[src/sv/mtd_pkg.sv]
// morse timing decoder: shared sizes, register indexes and helpers
// no dependencies; used by the channel interfaces, the core and its checker
package mtd_pkg;

  // pattern storage depth and run length width
  localparam int MAX_ELEMENTS   = 8;
  localparam int DURATION_WIDTH = 16;

  // fixed field widths of the registers and the result
  localparam int DASH_W     = 15;
  localparam int GAP_W      = 16;
  localparam int PAT_BITS_W = 8;
  localparam int PAT_LEN_W  = 4;

  // internal widths that follow from the depth, the run length width and the gap width
  localparam int CNT_W = $clog2(MAX_ELEMENTS + 1);
  localparam int CMP_W = ((DURATION_WIDTH > GAP_W) ? DURATION_WIDTH : GAP_W) + 1;

  // configuration port
  localparam int CFG_INDEX_W = 2;
  localparam int CFG_DATA_W  = GAP_W;

  localparam logic [CFG_INDEX_W-1:0] REG_DASH_THRESHOLD     = 2'd0;
  localparam logic [CFG_INDEX_W-1:0] REG_CHAR_GAP_THRESHOLD = 2'd1;
  localparam logic [CFG_INDEX_W-1:0] REG_WORD_GAP_THRESHOLD = 2'd2;

  typedef logic [MAX_ELEMENTS-1:0] elem_bits_t;
  typedef logic [CNT_W-1:0]        elem_cnt_t;
  typedef logic signed [CMP_W-1:0] cmp_t;

  // low result bits of the pattern register, zero filled when the depth is small
  function automatic logic [PAT_BITS_W-1:0] pat_bits_of(input elem_bits_t bits);
    logic [MAX_ELEMENTS+PAT_BITS_W-1:0] wide;
    wide = {{PAT_BITS_W{1'b0}}, bits};
    return wide[PAT_BITS_W-1:0];
  endfunction

  function automatic logic [PAT_LEN_W-1:0] pat_len_of(input elem_cnt_t cnt);
    logic [CNT_W+PAT_LEN_W-1:0] wide;
    wide = {{PAT_LEN_W{1'b0}}, cnt};
    return wide[PAT_LEN_W-1:0];
  endfunction

endpackage

[src/sv/mtd_stream_if.sv]
// morse timing decoder: valid/ready channels for run lengths and symbols
// depends on mtd_pkg
interface mtd_run_if import mtd_pkg::*; ();
  logic                             valid;
  logic                             ready;
  logic signed [DURATION_WIDTH-1:0] duration;

  modport source (output valid, output duration, input ready);
  modport sink   (input valid, input duration, output ready);
  modport mon    (input valid, input duration, input ready);
endinterface

interface mtd_sym_if import mtd_pkg::*; ();
  logic                  valid;
  logic                  ready;
  logic                  has_symbol;
  logic [PAT_BITS_W-1:0] pattern_bits;
  logic [PAT_LEN_W-1:0]  pattern_length;
  logic                  pattern_overflow;
  logic                  word_space;

  modport source (output valid, output has_symbol, output pattern_bits,
                  output pattern_length, output pattern_overflow,
                  output word_space, input ready);
  modport sink   (input valid, input has_symbol, input pattern_bits,
                  input pattern_length, input pattern_overflow,
                  input word_space, output ready);
  modport mon    (input valid, input has_symbol, input pattern_bits,
                  input pattern_length, input pattern_overflow,
                  input word_space, input ready);
endinterface

[src/sv/morse_timing_decoder_core.sv]
// morse timing decoder core: run lengths in, dot/dash patterns and word spaces out
// depends on mtd_pkg and the channel interfaces in mtd_stream_if.sv
//
//   channel  dir  transfer when         payload
//   run      in   valid & ready         duration (signed run length)
//   sym      out  valid & ready         has_symbol, pattern_bits, pattern_length,
//                                       pattern_overflow, word_space
//   cfg      in   cfg_we                cfg_index, cfg_data
//
// a run transfer loads the input register; the decode then moves into the result
// register once it is free, raising sym valid if the run emits; sustained rate is
// one item per cycle unless sym stalls; the result register sets the pace
// run.ready drops only while the result register is full and sym is stalled
// rst (synchronous, active high) clears the pattern, the thresholds and both valids
module morse_timing_decoder_core import mtd_pkg::*; (
  input  logic                   clk,
  input  logic                   rst,
  input  logic                   cfg_we,
  input  logic [CFG_INDEX_W-1:0] cfg_index,
  input  logic [CFG_DATA_W-1:0]  cfg_data,
  mtd_run_if.sink                run,
  mtd_sym_if.source              sym
);

  // configuration registers
  logic [DASH_W-1:0]       dash_threshold;
  logic signed [GAP_W-1:0] char_gap_threshold;
  logic signed [GAP_W-1:0] word_gap_threshold;

  // pattern under construction
  elem_bits_t element_bits, element_bits_next;
  elem_cnt_t  element_count, element_count_next;
  logic       element_overflow, element_overflow_next;
  logic       last_was_mark, last_was_mark_next;

  // input register
  logic                             stage_valid;
  logic signed [DURATION_WIDTH-1:0] stage_duration;

  // result register
  logic                  res_valid;
  logic                  res_has_symbol;
  logic [PAT_BITS_W-1:0] res_pattern_bits;
  logic [PAT_LEN_W-1:0]  res_pattern_length;
  logic                  res_pattern_overflow;
  logic                  res_word_space;

  // decode terms
  logic advance;
  logic out_free;
  cmp_t dur_ext, dash_ext, char_ext, word_ext;
  logic is_zero, is_mark;
  logic take;
  logic enabled;
  logic add_elem, set_dash;
  logic char_end, space, emit;

  // the stage moves on whenever the result register can take a result
  assign out_free  = !res_valid || sym.ready;
  assign advance   = stage_valid && out_free;
  assign run.ready = !stage_valid || out_free;

  // configuration writes
  always_ff @(posedge clk) begin
    if (rst) begin
      dash_threshold     <= '0;
      char_gap_threshold <= '0;
      word_gap_threshold <= '0;
    end else if (cfg_we) begin
      case (cfg_index)
        REG_DASH_THRESHOLD:     dash_threshold     <= cfg_data[DASH_W-1:0];
        REG_CHAR_GAP_THRESHOLD: char_gap_threshold <= cfg_data[GAP_W-1:0];
        REG_WORD_GAP_THRESHOLD: word_gap_threshold <= cfg_data[GAP_W-1:0];
        default: ;
      endcase
    end
  end

  // input register
  always_ff @(posedge clk) begin
    if (rst) begin
      stage_valid <= 1'b0;
    end else if (run.ready) begin
      stage_valid <= run.valid;
    end
  end

  always_ff @(posedge clk) begin
    if (run.valid && run.ready) begin
      stage_duration <= run.duration;
    end
  end

  // all threshold compares at a common signed width
  assign dur_ext  = cmp_t'(stage_duration);
  assign dash_ext = cmp_t'({1'b0, dash_threshold});
  assign char_ext = cmp_t'(char_gap_threshold);
  assign word_ext = cmp_t'(word_gap_threshold);

  assign is_zero = (stage_duration == '0);
  assign is_mark = !is_zero && !stage_duration[DURATION_WIDTH-1];

  // a flush counts only right after a mark
  assign take    = !is_zero || last_was_mark;
  assign enabled = take && (dash_threshold != '0);

  assign add_elem = enabled && is_mark && (element_count < CNT_W'(MAX_ELEMENTS));
  assign set_dash = add_elem && (dur_ext >= dash_ext);

  assign char_end = (dur_ext < char_ext) || is_zero;
  assign space    = dur_ext < word_ext;
  assign emit     = enabled && !is_mark && char_end && ((element_count != '0) || space);

  always_comb begin
    last_was_mark_next    = take ? is_mark : last_was_mark;
    element_bits_next     = element_bits;
    element_count_next    = element_count;
    element_overflow_next = element_overflow;
    if (emit) begin
      element_bits_next     = '0;
      element_count_next    = '0;
      element_overflow_next = 1'b0;
    end else if (add_elem) begin
      for (int i = 0; i < MAX_ELEMENTS; i++) begin
        if (set_dash && (element_count == CNT_W'(i))) begin
          element_bits_next[i] = 1'b1;
        end
      end
      element_count_next = element_count + CNT_W'(1);
    end else if (enabled && is_mark) begin
      // pattern full: element dropped
      element_overflow_next = 1'b1;
    end
  end

  always_ff @(posedge clk) begin
    if (rst) begin
      element_bits     <= '0;
      element_count    <= '0;
      element_overflow <= 1'b0;
      last_was_mark    <= 1'b0;
    end else if (advance) begin
      element_bits     <= element_bits_next;
      element_count    <= element_count_next;
      element_overflow <= element_overflow_next;
      last_was_mark    <= last_was_mark_next;
    end
  end

  // result register
  always_ff @(posedge clk) begin
    if (rst) begin
      res_valid <= 1'b0;
    end else if (out_free) begin
      res_valid <= advance && emit;
    end
  end

  always_ff @(posedge clk) begin
    if (advance && emit) begin
      res_has_symbol       <= (element_count != '0);
      res_pattern_bits     <= (element_count != '0) ? pat_bits_of(element_bits) : '0;
      res_pattern_length   <= pat_len_of(element_count);
      res_pattern_overflow <= (element_count != '0) && element_overflow;
      res_word_space       <= space;
    end
  end

  assign sym.valid            = res_valid;
  assign sym.has_symbol       = res_has_symbol;
  assign sym.pattern_bits     = res_pattern_bits;
  assign sym.pattern_length   = res_pattern_length;
  assign sym.pattern_overflow = res_pattern_overflow;
  assign sym.word_space       = res_word_space;

endmodule

[src/flat_wrapper.sv]
// flat-port wrapper written by rule: the top's interface ports become plain ports
module morse_timing_decoder_core_flat import mtd_pkg::*;
  (clk, rst, cfg_we, cfg_index, cfg_data, run_valid, run_duration, run_ready, sym_valid, sym_has_symbol, sym_pattern_bits, sym_pattern_length, sym_pattern_overflow, sym_word_space, sym_ready);
  mtd_run_if run_i ();
  mtd_sym_if sym_i ();
  input  logic clk;
  input  logic rst;
  input  logic cfg_we;
  input  logic [CFG_INDEX_W-1:0] cfg_index;
  input  logic [CFG_DATA_W-1:0] cfg_data;
  input wire logic [$bits(run_i.valid)-1:0] run_valid;
  input wire logic [$bits(run_i.duration)-1:0] run_duration;
  output wire logic [$bits(run_i.ready)-1:0] run_ready;
  output wire logic [$bits(sym_i.valid)-1:0] sym_valid;
  output wire logic [$bits(sym_i.has_symbol)-1:0] sym_has_symbol;
  output wire logic [$bits(sym_i.pattern_bits)-1:0] sym_pattern_bits;
  output wire logic [$bits(sym_i.pattern_length)-1:0] sym_pattern_length;
  output wire logic [$bits(sym_i.pattern_overflow)-1:0] sym_pattern_overflow;
  output wire logic [$bits(sym_i.word_space)-1:0] sym_word_space;
  input wire logic [$bits(sym_i.ready)-1:0] sym_ready;
  assign run_i.valid = run_valid;
  assign run_i.duration = run_duration;
  assign run_ready = run_i.ready;
  assign sym_valid = sym_i.valid;
  assign sym_has_symbol = sym_i.has_symbol;
  assign sym_pattern_bits = sym_i.pattern_bits;
  assign sym_pattern_length = sym_i.pattern_length;
  assign sym_pattern_overflow = sym_i.pattern_overflow;
  assign sym_word_space = sym_i.word_space;
  assign sym_i.ready = sym_ready;
  morse_timing_decoder_core u_core (.clk(clk), .rst(rst), .cfg_we(cfg_we), .cfg_index(cfg_index), .cfg_data(cfg_data), .run(run_i), .sym(sym_i));
endmodule
[config.mk]
export PLATFORM = sky130hd
export DESIGN_NAME = morse_timing_decoder_core_flat
export DESIGN_NICKNAME = d
export VERILOG_FILES = /design/src/sv/mtd_pkg.sv /design/src/sv/mtd_stream_if.sv /design/src/sv/morse_timing_decoder_core.sv /design/src/flat_wrapper.sv
export SDC_FILE = /design/constraint.sdc
export NUM_CORES = 1
export LEC_CHECK = 0
export BUFFER_PORTS_ARGS = -buffer_cell sky130_fd_sc_hd__clkbuf_2
export CAP_MARGIN = 20
export CORE_UTILIZATION = 54
export CTS_BUF_LIST = sky130_fd_sc_hd__clkbuf_4
export DETAILED_ROUTE_END_ITERATION = 12
export PLACE_DENSITY_LB_ADDON = 0.12
export SETUP_SLACK_MARGIN = 0.3
export SLEW_MARGIN = 10
export SYNTH_ARGS = -nofsm -noshare
export SYNTH_HDL_FRONTEND = slang
export SYNTH_SLANG_ARGS = --single-unit
[constraint.sdc]
create_clock -name clk -period 4.4 [get_ports clk]
set_input_delay 0.44 -clock clk [delete_from_list [all_inputs] [get_ports clk]]
set_output_delay 0.44 -clock clk [all_outputs]
set_load 0.03 [all_outputs]
# Word-level counts from Yosys, hierarchy flattened
# Cells that the tools add are included.
# W data, S select, Z words.
[classes]
n_addsub = 1
n_lt_le_gt_ge = 4
n_eq_ne = 10
muxes = 15
n_reduce_logical = 59
[ops]
columns = ["cell", "count"]
rows = [
  ["$lt A16 B16 Y1", 2],
  ["$reduce_and A3 Y1", 9],
  ["$logic_and A1 B1 Y1", 20],
  ["$reduce_bool A2 Y1", 10],
  ["$eq A4 B3 Y1 const B", 4],
  ["$ge A16 B16 Y1", 1],
  ["$logic_not A16 Y1", 1],
  ["$mux W8", 2],
  ["$reduce_bool A15 Y1", 1],
  ["$mux W1", 11],
  ["$reduce_and A2 Y1", 5],
  ["$eq A4 B2 Y1 const B", 2],
  ["$mux W4", 2],
  ["$logic_not A1 Y1", 5],
  ["$logic_or A1 B1 Y1", 5],
  ["$add A4 B1 Y4 const B", 1],
  ["$eq A4 B1 Y1 const B", 1],
  ["$logic_not A4 Y1", 1],
  ["$lt A4 B4 Y1 const B", 1],
  ["$reduce_bool A4 Y1", 1],
  ["$eq A2 B1 Y1 const B", 1],
  ["$eq A2 B2 Y1 const B", 1],
  ["$logic_not A2 Y1", 1],
  ["$ne A2 B2 Y1 const B", 1],
]
[totals]
register_bits = 94
in_bits = 39
out_inout_bits = 17

# Depth between registers and ports, before layout
# Gate-level depths: netlist of the first run.
[logic_depth]
depth_word = 11
mapped_depth = 9
mapped_depth_nobuf = 9

# Worst setup path after synthesis of the first run
# Ideal clock, no wire load.
[synth_path]
path_type = "reg2reg"
from = "reg u_core.stage_duration[6]"
to = "reg u_core.res_has_symbol, in the netlist u_core.sym.has_symbol (enable)"
setup_time_ps = 386
arrival_time_ps = 2623
slack_ps = 1391
path_stages_with_launch = 9
synth_period_minus_slack_ps = 3009
path_cell_list = "edfxtp_1 ha_1 a21o_1 a221oi_1 nor2_1 a2111oi_4 nand3b_2 or2_1 nor2_1"
[synth_via]
elab_chain_len = 8
word_cells_on_any_way = 14
classes_between = "order compare (2); reduce/logical (12)"
[synth_rtl]
columns = ["element", "line_no", "text"]
rows = [
  ["start, declared", "morse_timing_decoder_core.sv:38", "logic signed [DURATION_WIDTH-1:0] stage_duration;"],
  ["start signal, assigned", "morse_timing_decoder_core.sv:90", "stage_duration <= run.duration;"],
  ["parallel branches: the longest is 6 deep, another holds $lt A16 B16 Y1", "--", ""],
  ["$logic_and A1 B1 Y1 *", "morse_timing_decoder_core.sv:112", "assign emit = enabled && !is_mark && char_end && ((element_count != '0) || space);"],
  ["$logic_and A1 B1 Y1 *", "morse_timing_decoder_core.sv:160", "if (advance && emit) begin"],
  ["end signal, assigned", "morse_timing_decoder_core.sv:161", "res_has_symbol <= (element_count != '0);"],
  ["end, declared", "morse_timing_decoder_core.sv:42", "logic res_has_symbol;"],
]
# Every way passes the cells marked *.
# A chain may end at the register's enable or synchronous reset.

# Worst setup path after layout of the first run
[layout_path]
from = "reg u_core.stage_duration[6]"
to = "reg u_core.res_pattern_bits[5], in the netlist u_core.sym.pattern_bits[5] (enable)"
[layout_via]
elab_chain_len = 8
word_cells_on_any_way = 14
classes_between = "order compare (2); reduce/logical (12)"
[layout_rtl]
columns = ["element", "line_no", "text"]
rows = [
  ["parallel branches: the longest is 6 deep, another holds $lt A16 B16 Y1", "--", ""],
  ["$logic_and A1 B1 Y1 *", "morse_timing_decoder_core.sv:112", ""],
  ["$logic_and A1 B1 Y1 *", "morse_timing_decoder_core.sv:160", ""],
  ["end signal, assigned", "morse_timing_decoder_core.sv:162", "res_pattern_bits <= (element_count != '0) ? pat_bits_of(element_bits) : '0;"],
  ["end, declared", "morse_timing_decoder_core.sv:43", "logic [PAT_BITS_W-1:0] res_pattern_bits;"],
]
# Marked as above.

==> impl_metrics.csv, run 1 <==
group,metric,value,unit
status,status,"finished, final reports clean",
critical_path,reg2reg_setup_slack,1230,ps
synthesis,netlist_top_cells_area,"dfxtp_1, edfxtp_1, ha_1",
global_route,grtUsageMet2,0.407,
synthesis,synth_area,4690,um^2
critical_path,ff2ff_path_depth,9,
finish,area_delta_synth_final,10.4,%
hold_path,hold_end,"u_core.stage_duration[8]",
synthesis,synth_edf_count,31,
finish,drive_gt1_frac,0.140,
global_route,grt_max_degree,55,
floorplanning,die_x,95.2,um
timing,slew_headroom,0.308,
hold_path,hold_class,"input port to register",
clock_network,cts_tree,"done",
timing,slew_violations,0,
floorplanning,die_area,9060,um^2
synthesis,synth_largest_area_cell,"dfxtp_1",
global_route,grt_usage,0.260,
global_route,antenna_found_initial,0,
clock_network,clk_latency,430,ps
clock_network,cts_resized,0,
detailed_routing,first_pass_iters,4,
timing,max_freq,0.315,GHz
detailed_routing,routed_via_density,5.60,
synthesis,syn_nets,606,
critical_path,crit_slowest_cell,"edfxtp_1",
detailed_routing,drc,0,
hold_path,min_path_cells,1,
timing,hold_viol_final,0,
synthesis,netlist.area_leader.share,0.269,
hold_path,hold_path_startpoint,"run_duration[8]",
timing,period_minus_slack,3170,ps
clock_network,clockRootBuffer,"clkbuf_4",
global_route,grt_pass1_wl,17600,um
clock_network,path_clk_slew,150,ps
floorplanning,die_h,95.2,um
clock_network,cts.path.max_buffers,2,
finish,num-nets-final,657,
placed_design,dpl_cell_area,5040,um^2
global_route,grt_pass1_vias,3586,
synthesis,ys_seq_elements,94,
synthesis,synth_top_cells_by_count,"nand2_1, a21oi_1, dfxtp_1",
timing,fin_crit_sh,0.721,
critical_path,crit_top_cell,"nor2_1",
synthesis,async_flop_share,0,
critical_path,cp.buffers_inverters,1,
critical_path,crit_family,"simple AND/OR/NAND/NOR gates",
clock_network,cts_inserted_buffers,9,
floorplanning,start_util,0.565,
synthesis,syn_area_per_cell,9.05,um^2
detailed_routing,final_antenna_net_count,0,
clock_network,cts_hold_buffers,0,
global_route,grt.busiest_layer,"met2",
clock_network,htreeDepth,3,
synthesis,synth.lib_cells_used.distinct,44,
synthesis,synth-seq-area-share,0.467,
clock_network,cts_setup_buffers,0,
critical_path,cpPeakStageDelay,480,ps
synthesis,yosysMostFrequentCell,"nand2_1",
global_route,grtUsageMet1,0.343,
power_and_ir_drop,ir_worst_vdd,0.164,mV
finish,diodes,0,
detailed_routing,drt-initial-drc-count,164,
timing,fin_skew,18.8,ps
critical_path,worstReg2RegStart,"u_core.stage_duration[6]",
timing,fin_setup_tns,0,ps
critical_path,required,4550,ps
placed_design,io_buffers,55,
placed_design,dpl.hpwl,8160,um
floorplanning,ios,56,
detailed_routing,post_drt_wl_per_cell,16.1,um
finish,fill_cells,746,
detailed_routing,drt_wl_total,10900,um
finish,multi_input_area,2220,um^2
finish,fin_area,5170,um^2
placed_design,place_congestion,0.865,
global_route,grtUsageMet3,0.0439,
flow_run,drv_cap,0,
floorplanning,core_area,8300,um^2
critical_path,startpoint_type,"register",
timing,grt_setup_unrepaired,"no",
power_and_ir_drop,cellPowerDensity,306,nW/um^2
synthesis,synthFlopType,"dfxtp_1",
critical_path,crit_type,"register to register",
synthesis,synthCells,518,
critical_path,crit_path_end_kind,"register",
critical_path,crit_fanout,10,
timing,worst_pin_slew,1030,ps
floorplanning,rows,33,
synthesis,ys_warn_count,0,
global_route,overflow,0,
clock_network,cts.sinks,94,
critical_path,cp_cell_sequence,"ha_1, a21o_1, a221oi_1, nor2_1, a2111oi_4, nand3b_2, or2_1, nor2_1, buf_6",
timing,setup_viol,0,
power_and_ir_drop,p_leak,1.98,nW
detailed_routing,vias,3797,
critical_path,r2r-end,"u_core.sym.pattern_bits[5]",
finish,regArea,2190,um^2
critical_path,cp.arrival,3320,ps
cell type report:
type / instances / area share
multi-input combinational: 352 / 0.430
tap: 105 / 0.0254
timing repair buffer: 59 / 0.0621
clock buffer: 9 / 0.0131
inverter: 53 / 0.0384
sequential: 94 / 0.424
clock inverter: 6 / 0.00750
flip-flops by register name, summed over array words and instances, names as in the netlist:
signal	flops
u_core.sym.pattern_length	4
u_core.sym.pattern_bits	8
u_core.sym.valid	1
u_core.last_was_mark	1
u_core.dash_threshold	15
u_core.element_count	4
u_core.stage_valid	1
u_core.word_gap_threshold	16
u_core.sym.pattern_overflow	1
u_core.element_bits	8
u_core.stage_duration	16
u_core.sym.word_space	1
u_core.char_gap_threshold	16
u_core.element_overflow	1
u_core.sym.has_symbol	1
cell families after synthesis:
kind of cell / Yosys count / synth area share
buffers and inverters: 72 / 0.0582
adders and majority gates: 49 / 0.131
and+or+nand+nor: 182 / 0.184
AOI/OAI and AO/OA: 121 / 0.160
DFF: 94 / 0.467
routing by layer:
layer | share of wire | wire length, um | up-vias
li1 | - | - | 1898
met1 | 0.46 | 5070 | 1754
met2 | 0.47 | 5100 | 121
met3 | 0.037 | 406 | 24
met4 | 0.032 | 348 | 0
met5 | 0 | 0 | -
stage by stage:
step	hold slack (ps)	utilization	instances	power (mW)	worst slack [ps]
final	167	0.624	678	1.58	1230
after global routing	128	0.624	678	1.66	1060
after detailed placement	446	0.607	661	1.20	886
after CTS	147	0.620	676	1.59	853
after global placement	441	0.606	660	1.19	1010
after floorplan	432	-	518	1.12	1390
cells in the final DEF, fill, tap and decap left out, drive strengths merged, types with 7 or more instances in the layout:
cell	instances
ha	49
nand2	105
dfxtp	63
inv	54
a21oi	75
a21o	9
nor2	13
o21ai	8
nand4	11
nor4	8
edfxtp	31
a211oi	7
clkbuf	64
and2	13
power breakdown:
group	internal [mW]	switching [mW]	total (mW)
logic	0.0922	0.136	0.229
clock network	0.113	0.288	0.400
registers	0.925	0.0292	0.954
total	1.13	0.453	1.58
worst max path at each step:
stage | to | slack, ps | cells after the start | startpoint
6_report | u_core.sym.pattern_bits[5] | 1230 | 9 | u_core.stage_duration[6]
5_1_grt | u_core.sym.pattern_bits[5] | 1060 | 9 | u_core.stage_duration[7]
4_1_cts | u_core.sym.pattern_bits[5] | 850 | 8 | u_core.stage_duration[7]
3_5_place_dp | u_core.sym.pattern_bits[0] | 890 | 8 | u_core.stage_duration[6]
3_3_place_gp | u_core.sym.word_space | 1010 | 8 | u_core.stage_duration[7]
2_1_floorplan | u_core.sym.has_symbol | 1390 | 8 | u_core.stage_duration[6]
Note: power is estimated with default switching activity, not from simulation.
==> run 2: changes to the inputs <==
- clock period: 4.4 -> 2.6 ns (I/O delays scaled with it)
==> run 2 against run 1 <==
  * The run now ends with negative setup slack left
  * Sequential cell count did not move
  * Worst hold slack worse by 140 ps
  * Critical path depth unchanged
  * Cell count rose by 7.2%
  * Global-route usage up 0.98 points
  * Power grew 91%
  * Largest power group unchanged
  * Highest routed layer unchanged
==> impl_metrics.csv, run 2 (synthesis results as in run 1) <==
group,metric,value,unit
power_and_ir_drop,ir_worst_vdd,0.281,mV
placed_design,place_congestion,0.894,
finish,area_delta_synth_final,23.9,%
clock_network,clockRootBuffer,"clkbuf_4",
detailed_routing,drt-initial-drc-count,160,
detailed_routing,drt_wl_total,11400,um
placed_design,placed_cells,683,
critical_path,cpPeakStageDelay,430,ps
timing,worst_pin_slew,882,ps
floorplanning,die_h,95.2,um
floorplanning,rows,33,
global_route,grt_max_degree,54,
finish,fill_cells,657,
finish,diodes,0,
critical_path,cp.buffers_inverters,1,
timing,holdWs,31.0,ps
power_and_ir_drop,cellPowerDensity,521,nW/um^2
placed_design,dpl_cell_area,5240,um^2
critical_path,crit_fanout,14,
detailed_routing,drc,0,
finish,final_common_cell,"nand2_1",
detailed_routing,first_pass_iters,4,
clock_network,cts.sinks,94,
timing,grt_setup_unrepaired,"yes",
critical_path,crit_family,"compound AO/OA/AOI/OAI gates",
hold_path,hold_class,"input port to register",
timing,fin_ws,-41.7,ps
status,failed_checks,"negative setup slack",
timing,fin_setup_tns,-435,ps
floorplanning,core_area,8300,um^2
floorplanning,ios,56,
finish,final_cell_mix,"nand2_1, a21oi_1, dfxtp_1",
global_route,grt_pass1_wl,18600,um
global_route,grt_pass1_vias,3997,
critical_path,startpoint_type,"register",
status,status,"complete, but fails checks",
clock_network,cts_inserted_buffers,9,
finish,reg_top3,"u_core.char_gap_threshold x16, u_core.stage_duration x16, u_core.word_gap_threshold x16",
detailed_routing,final_antenna_net_count,0,
clock_network,cts.path.max_buffers,2,
finish,fin_area,5810,um^2
clock_network,clk_latency,440,ps
critical_path,crit_slowest_cell,"edfxtp_1",
critical_path,crit_path_end_kind,"register",
timing,slew_headroom,0.412,
clock_network,path_clk_slew,150,ps
global_route,antenna_found_initial,0,
finish,drive_gt1_frac,0.220,
placed_design,io_buffers,55,
timing,fin_crit_sh,1.02,
timing,fin_skew,18.5,ps
timing,slew_violations,0,
critical_path,cp.arrival,2800,ps
floorplanning,die_x,95.2,um
detailed_routing,vias,4037,
global_route,grt_usage,0.269,
timing,period_minus_slack,2640,ps
timing,max_freq,0.379,GHz
flow_run,drv_cap,0,
detailed_routing,post_drt_wl_per_cell,15.7,um
floorplanning,start_util,0.565,
critical_path,crit_type,"register to register",
finish,fin_cells,727,
detailed_routing,routed_via_density,5.55,
power_and_ir_drop,p_leak,2.27,nW
timing,hold_viol_final,0,
clock_network,htreeDepth,3,
placed_design,dpl.hpwl,8030,um
floorplanning,die_area,9060,um^2
global_route,overflow,0,
critical_path,cp_cell_sequence,"ha_1, a21o_1, a221oi_2, nor2_2, a2111oi_4, nand3b_4, or2_4, nor2_4, buf_12",
critical_path,required,2760,ps
finish,num-nets-final,705,
timing,setup_viol,14,
clock_network,cts_tree,"done",
-- run 2: path summary, 6_finish.rpt --
path / from / endpoint / slack, ps / depth (start not counted)
worst min register to register: u_core.word_gap_threshold[0] / u_core.word_gap_threshold[0] / 460 / 2
worst max register to register: u_core.stage_duration[6] / u_core.sym.pattern_bits[1] / -40 / 9
worst max-delay path: u_core.stage_duration[6] / u_core.sym.pattern_bits[1] / -40 / 9
worst min-delay path: run_duration[15] / u_core.stage_duration[15] / 30 / 1
-- run 2: metal layers --
layer / vias to the layer above / wire length (um) / global-route usage / share of wire
met5: - / 0 / 0 / 0
met2: 112 / 5650 / 0.472 / 0.50
met4: 0 / 211 / 0.0960 / 0.018
met1: 1904 / 5060 / 0.336 / 0.44
li1: 2003 / - / - / -
met3: 18 / 487 / 0.0367 / 0.043
-- run 2: what timing repair did --
item,CTS,global route
pin swaps,11,2
endpoints found under the hold margin,15,0
gates resized for setup,26,4
hold buffers,15,0
setup buffers,11,2
setup endpoints to repair,29,29
-- run 2: layout make-up --
class / count / area [um^2] / share of cell area
Timing Repair Buffer: 107 / 734 / 0.126
Clock inverter: 5 / 82.6 / 0.0142
Tap cell: 105 / 131 / 0.0226
Multi-Input combinational cell: 352 / 2390 / 0.411
Clock buffer: 11 / 82.6 / 0.0142
Sequential cell: 94 / 2190 / 0.377
Inverter: 53 / 199 / 0.0343
-- run 2: stage by stage --
step	utilization	power, mW	setup WS (ps)
floorplan	-	1.90	22.0
global placement	0.631	2.04	11.1
detailed placement	0.631	2.06	-52.2
CTS	0.695	3.01	-15.9
global route	0.700	3.15	-130
finish	0.700	3.03	-41.7
-- run 2: report_power, final --
part | internal (mW) | leakage, nW | switching, mW | total [mW]
combinational | 0.233 | 1.36 | 0.275 | 0.509
sequential | 1.57 | 0.826 | 0.0428 | 1.61
clock | 0.415 | 0.0876 | 0.496 | 0.911
total | 2.21 | 2.27 | 0.814 | 3.03
==> run 3: changes to the inputs <==
- SKIP_CTS_REPAIR_TIMING: unset -> 1
==> run 3 against run 2 <==
  * The flow still finishes with violations (negative setup slack)
  * Combinational power is 3.9% lower
  * Global-route usage is 1.7 points lower
  * Maximum frequency fell by 0.43%
  * Cell count shrank 0.96%
  * Via count shrank 1.8%
  * Clock power shrank 1%
  * Largest power group unchanged
  * Worst hold slack worse by 1.8 ps
  * Die area did not move
==> impl_metrics.csv, run 3 (synthesis results as in run 1) <==
group,metric,value,unit
global_route,grt_usage,0.252,
critical_path,r2r-end,"u_core.sym.pattern_bits[1]",
floorplanning,start_util,0.565,
clock_network,cts_inserted_buffers,9,
finish,area_delta_synth_final,22.1,%
hold_path,hold_class,"input port to register",
timing,grt_setup_unrepaired,"yes",
power_and_ir_drop,p_leak,2.23,nW
finish,reg_top3,"u_core.char_gap_threshold x16, u_core.stage_duration x16, u_core.word_gap_threshold x16",
placed_design,dpl.hpwl,8030,um
placed_design,place_congestion,0.894,
timing,worst_pin_slew,900,ps
clock_network,clockRootBuffer,"clkbuf_4",
critical_path,required,2760,ps
finish,diodes,0,
flow_run,drv_cap,0,
clock_network,htreeDepth,3,
detailed_routing,drc,0,
critical_path,crit_type,"register to register",
timing,hold_viol_final,0,
global_route,grt_pass1_vias,3744,
critical_path,crit_fanout,14,
timing,max_freq,0.377,GHz
floorplanning,core_area,8300,um^2
critical_path,ff2ff_path_depth,11,
timing,slew_headroom,0.400,
placed_design,io_buffers,55,
clock_network,cts.sinks,94,
timing,fin_setup_tns,-620,ps
hold_path,min_path_cells,1,
finish,fin_area,5730,um^2
global_route,antenna_found_initial,0,
floorplanning,rows,33,
timing,fin_ws,-53.2,ps
timing,setup_viol,15,
timing,slew_violations,0,
critical_path,critPathLaunch,"u_core.stage_duration[10]",
placed_design,dpl_cell_area,5240,um^2
finish,fill_cells,673,
global_route,grt_max_degree,54,
clock_network,path_clk_slew,140,ps
floorplanning,die_x,95.2,um
hold_path,hold_path_startpoint,"run_duration[15]",
finish,drive_gt1_frac,0.213,
floorplanning,die_h,95.2,um
timing,period_minus_slack,2650,ps
clock_network,clk_latency,430,ps
detailed_routing,first_pass_iters,4,
critical_path,worstReg2RegStart,"u_core.stage_duration[10]",
detailed_routing,post_drt_wl_per_cell,15.7,um
status,status,"complete, but fails checks",
finish,final_cell_mix,"nand2_1, a21oi_1, dfxtp_1",
detailed_routing,routed_via_density,5.51,
detailed_routing,drt_wl_total,11300,um
clock_network,cts_tree,"done",
critical_path,crit_end,"u_core.sym.pattern_bits[1]",
global_route,overflow,0,
finish,num-nets-final,698,
detailed_routing,vias,3966,
critical_path,startpoint_type,"register",
power_and_ir_drop,power,3.00,mW
clock_network,cts.path.max_buffers,2,
critical_path,cp.arrival,2810,ps
floorplanning,die_area,9060,um^2
critical_path,crit_path_end_kind,"register",
timing,fin_skew,15.5,ps
status,failed_checks,"negative setup slack",
detailed_routing,drt-initial-drc-count,118,
finish,final_common_cell,"nand2_1",
detailed_routing,final_antenna_net_count,0,
power_and_ir_drop,cellPowerDensity,524,nW/um^2
critical_path,reg2reg_setup_slack,-50,ps
timing,fin_crit_sh,1.02,
floorplanning,ios,56,
global_route,grt_pass1_wl,17400,um
power_and_ir_drop,ir_worst_vdd,0.278,mV
[run 3: worst min-delay path by stage]
stage	slack (ps)	to
5_1_grt	7	u_core.stage_duration[15]
2_1_floorplan	360	u_core.stage_duration[0]
3_3_place_gp	440	u_core.stage_duration[4]
6_report	30	u_core.stage_duration[15]
3_5_place_dp	440	u_core.stage_duration[8]
4_1_cts	-30	u_core.stage_duration[4]
[run 3: final cells by class]
| cell class | instances | area, um^2 | area share |
|---|---|---|---|
| flip-flops and latches | 94 | 2190 | 0.383 |
| clock inverters | 5 | 82.6 | 0.0144 |
| clock buffers | 11 | 82.6 | 0.0144 |
| inverters | 53 | 199 | 0.0347 |
| well taps | 105 | 131 | 0.0229 |
| multi-input cells | 352 | 2370 | 0.413 |
| repair buffers | 100 | 671 | 0.117 |
[run 3: metal layers]
layer	wire (um)	global-route usage	up-vias	share of wire
met3	478	0.0335	17	0.042
met4	232	0.0859	0	0.021
met5	0	0	-	0
met1	5040	0.325	1861	0.45
li1	-	-	1986	-
met2	5550	0.432	102	0.49
[run 3: through the flow]
| stage | hold WS, ps | instances | utilization | setup WS (ps) |
|---|---|---|---|---|
| 4_1_cts | -33.0 | 699 | 0.651 | -77.8 |
| 2_1_floorplan | 359 | 518 | - | 22.0 |
| 5_1_grt | 6.52 | 720 | 0.690 | -114 |
| 3_5_place_dp | 439 | 683 | 0.631 | -52.2 |
| 3_3_place_gp | 438 | 683 | 0.631 | 11.1 |
| 6_report | 29.2 | 720 | 0.690 | -53.2 |
[run 3: power by group]
part	total [mW]	leakage [nW]	switching (mW)	internal [mW]
Clock	0.902	0.0876	0.487	0.415
Sequential	1.61	0.826	0.0437	1.57
Combinational	0.489	1.32	0.271	0.218
Total	3.00	2.23	0.801	2.20
[run 3: worst max-delay path, stage by stage (launching register included)]
cell	delay, ps
edfxtp_1	490
buf_4	180
buf_4	120
ha_1	190
a21oi_1	180
o22ai_1	170
nor3_2	250
o211a_1	220
a211oi_2	50
or2_4	270
nor2_4	110
buf_12	150
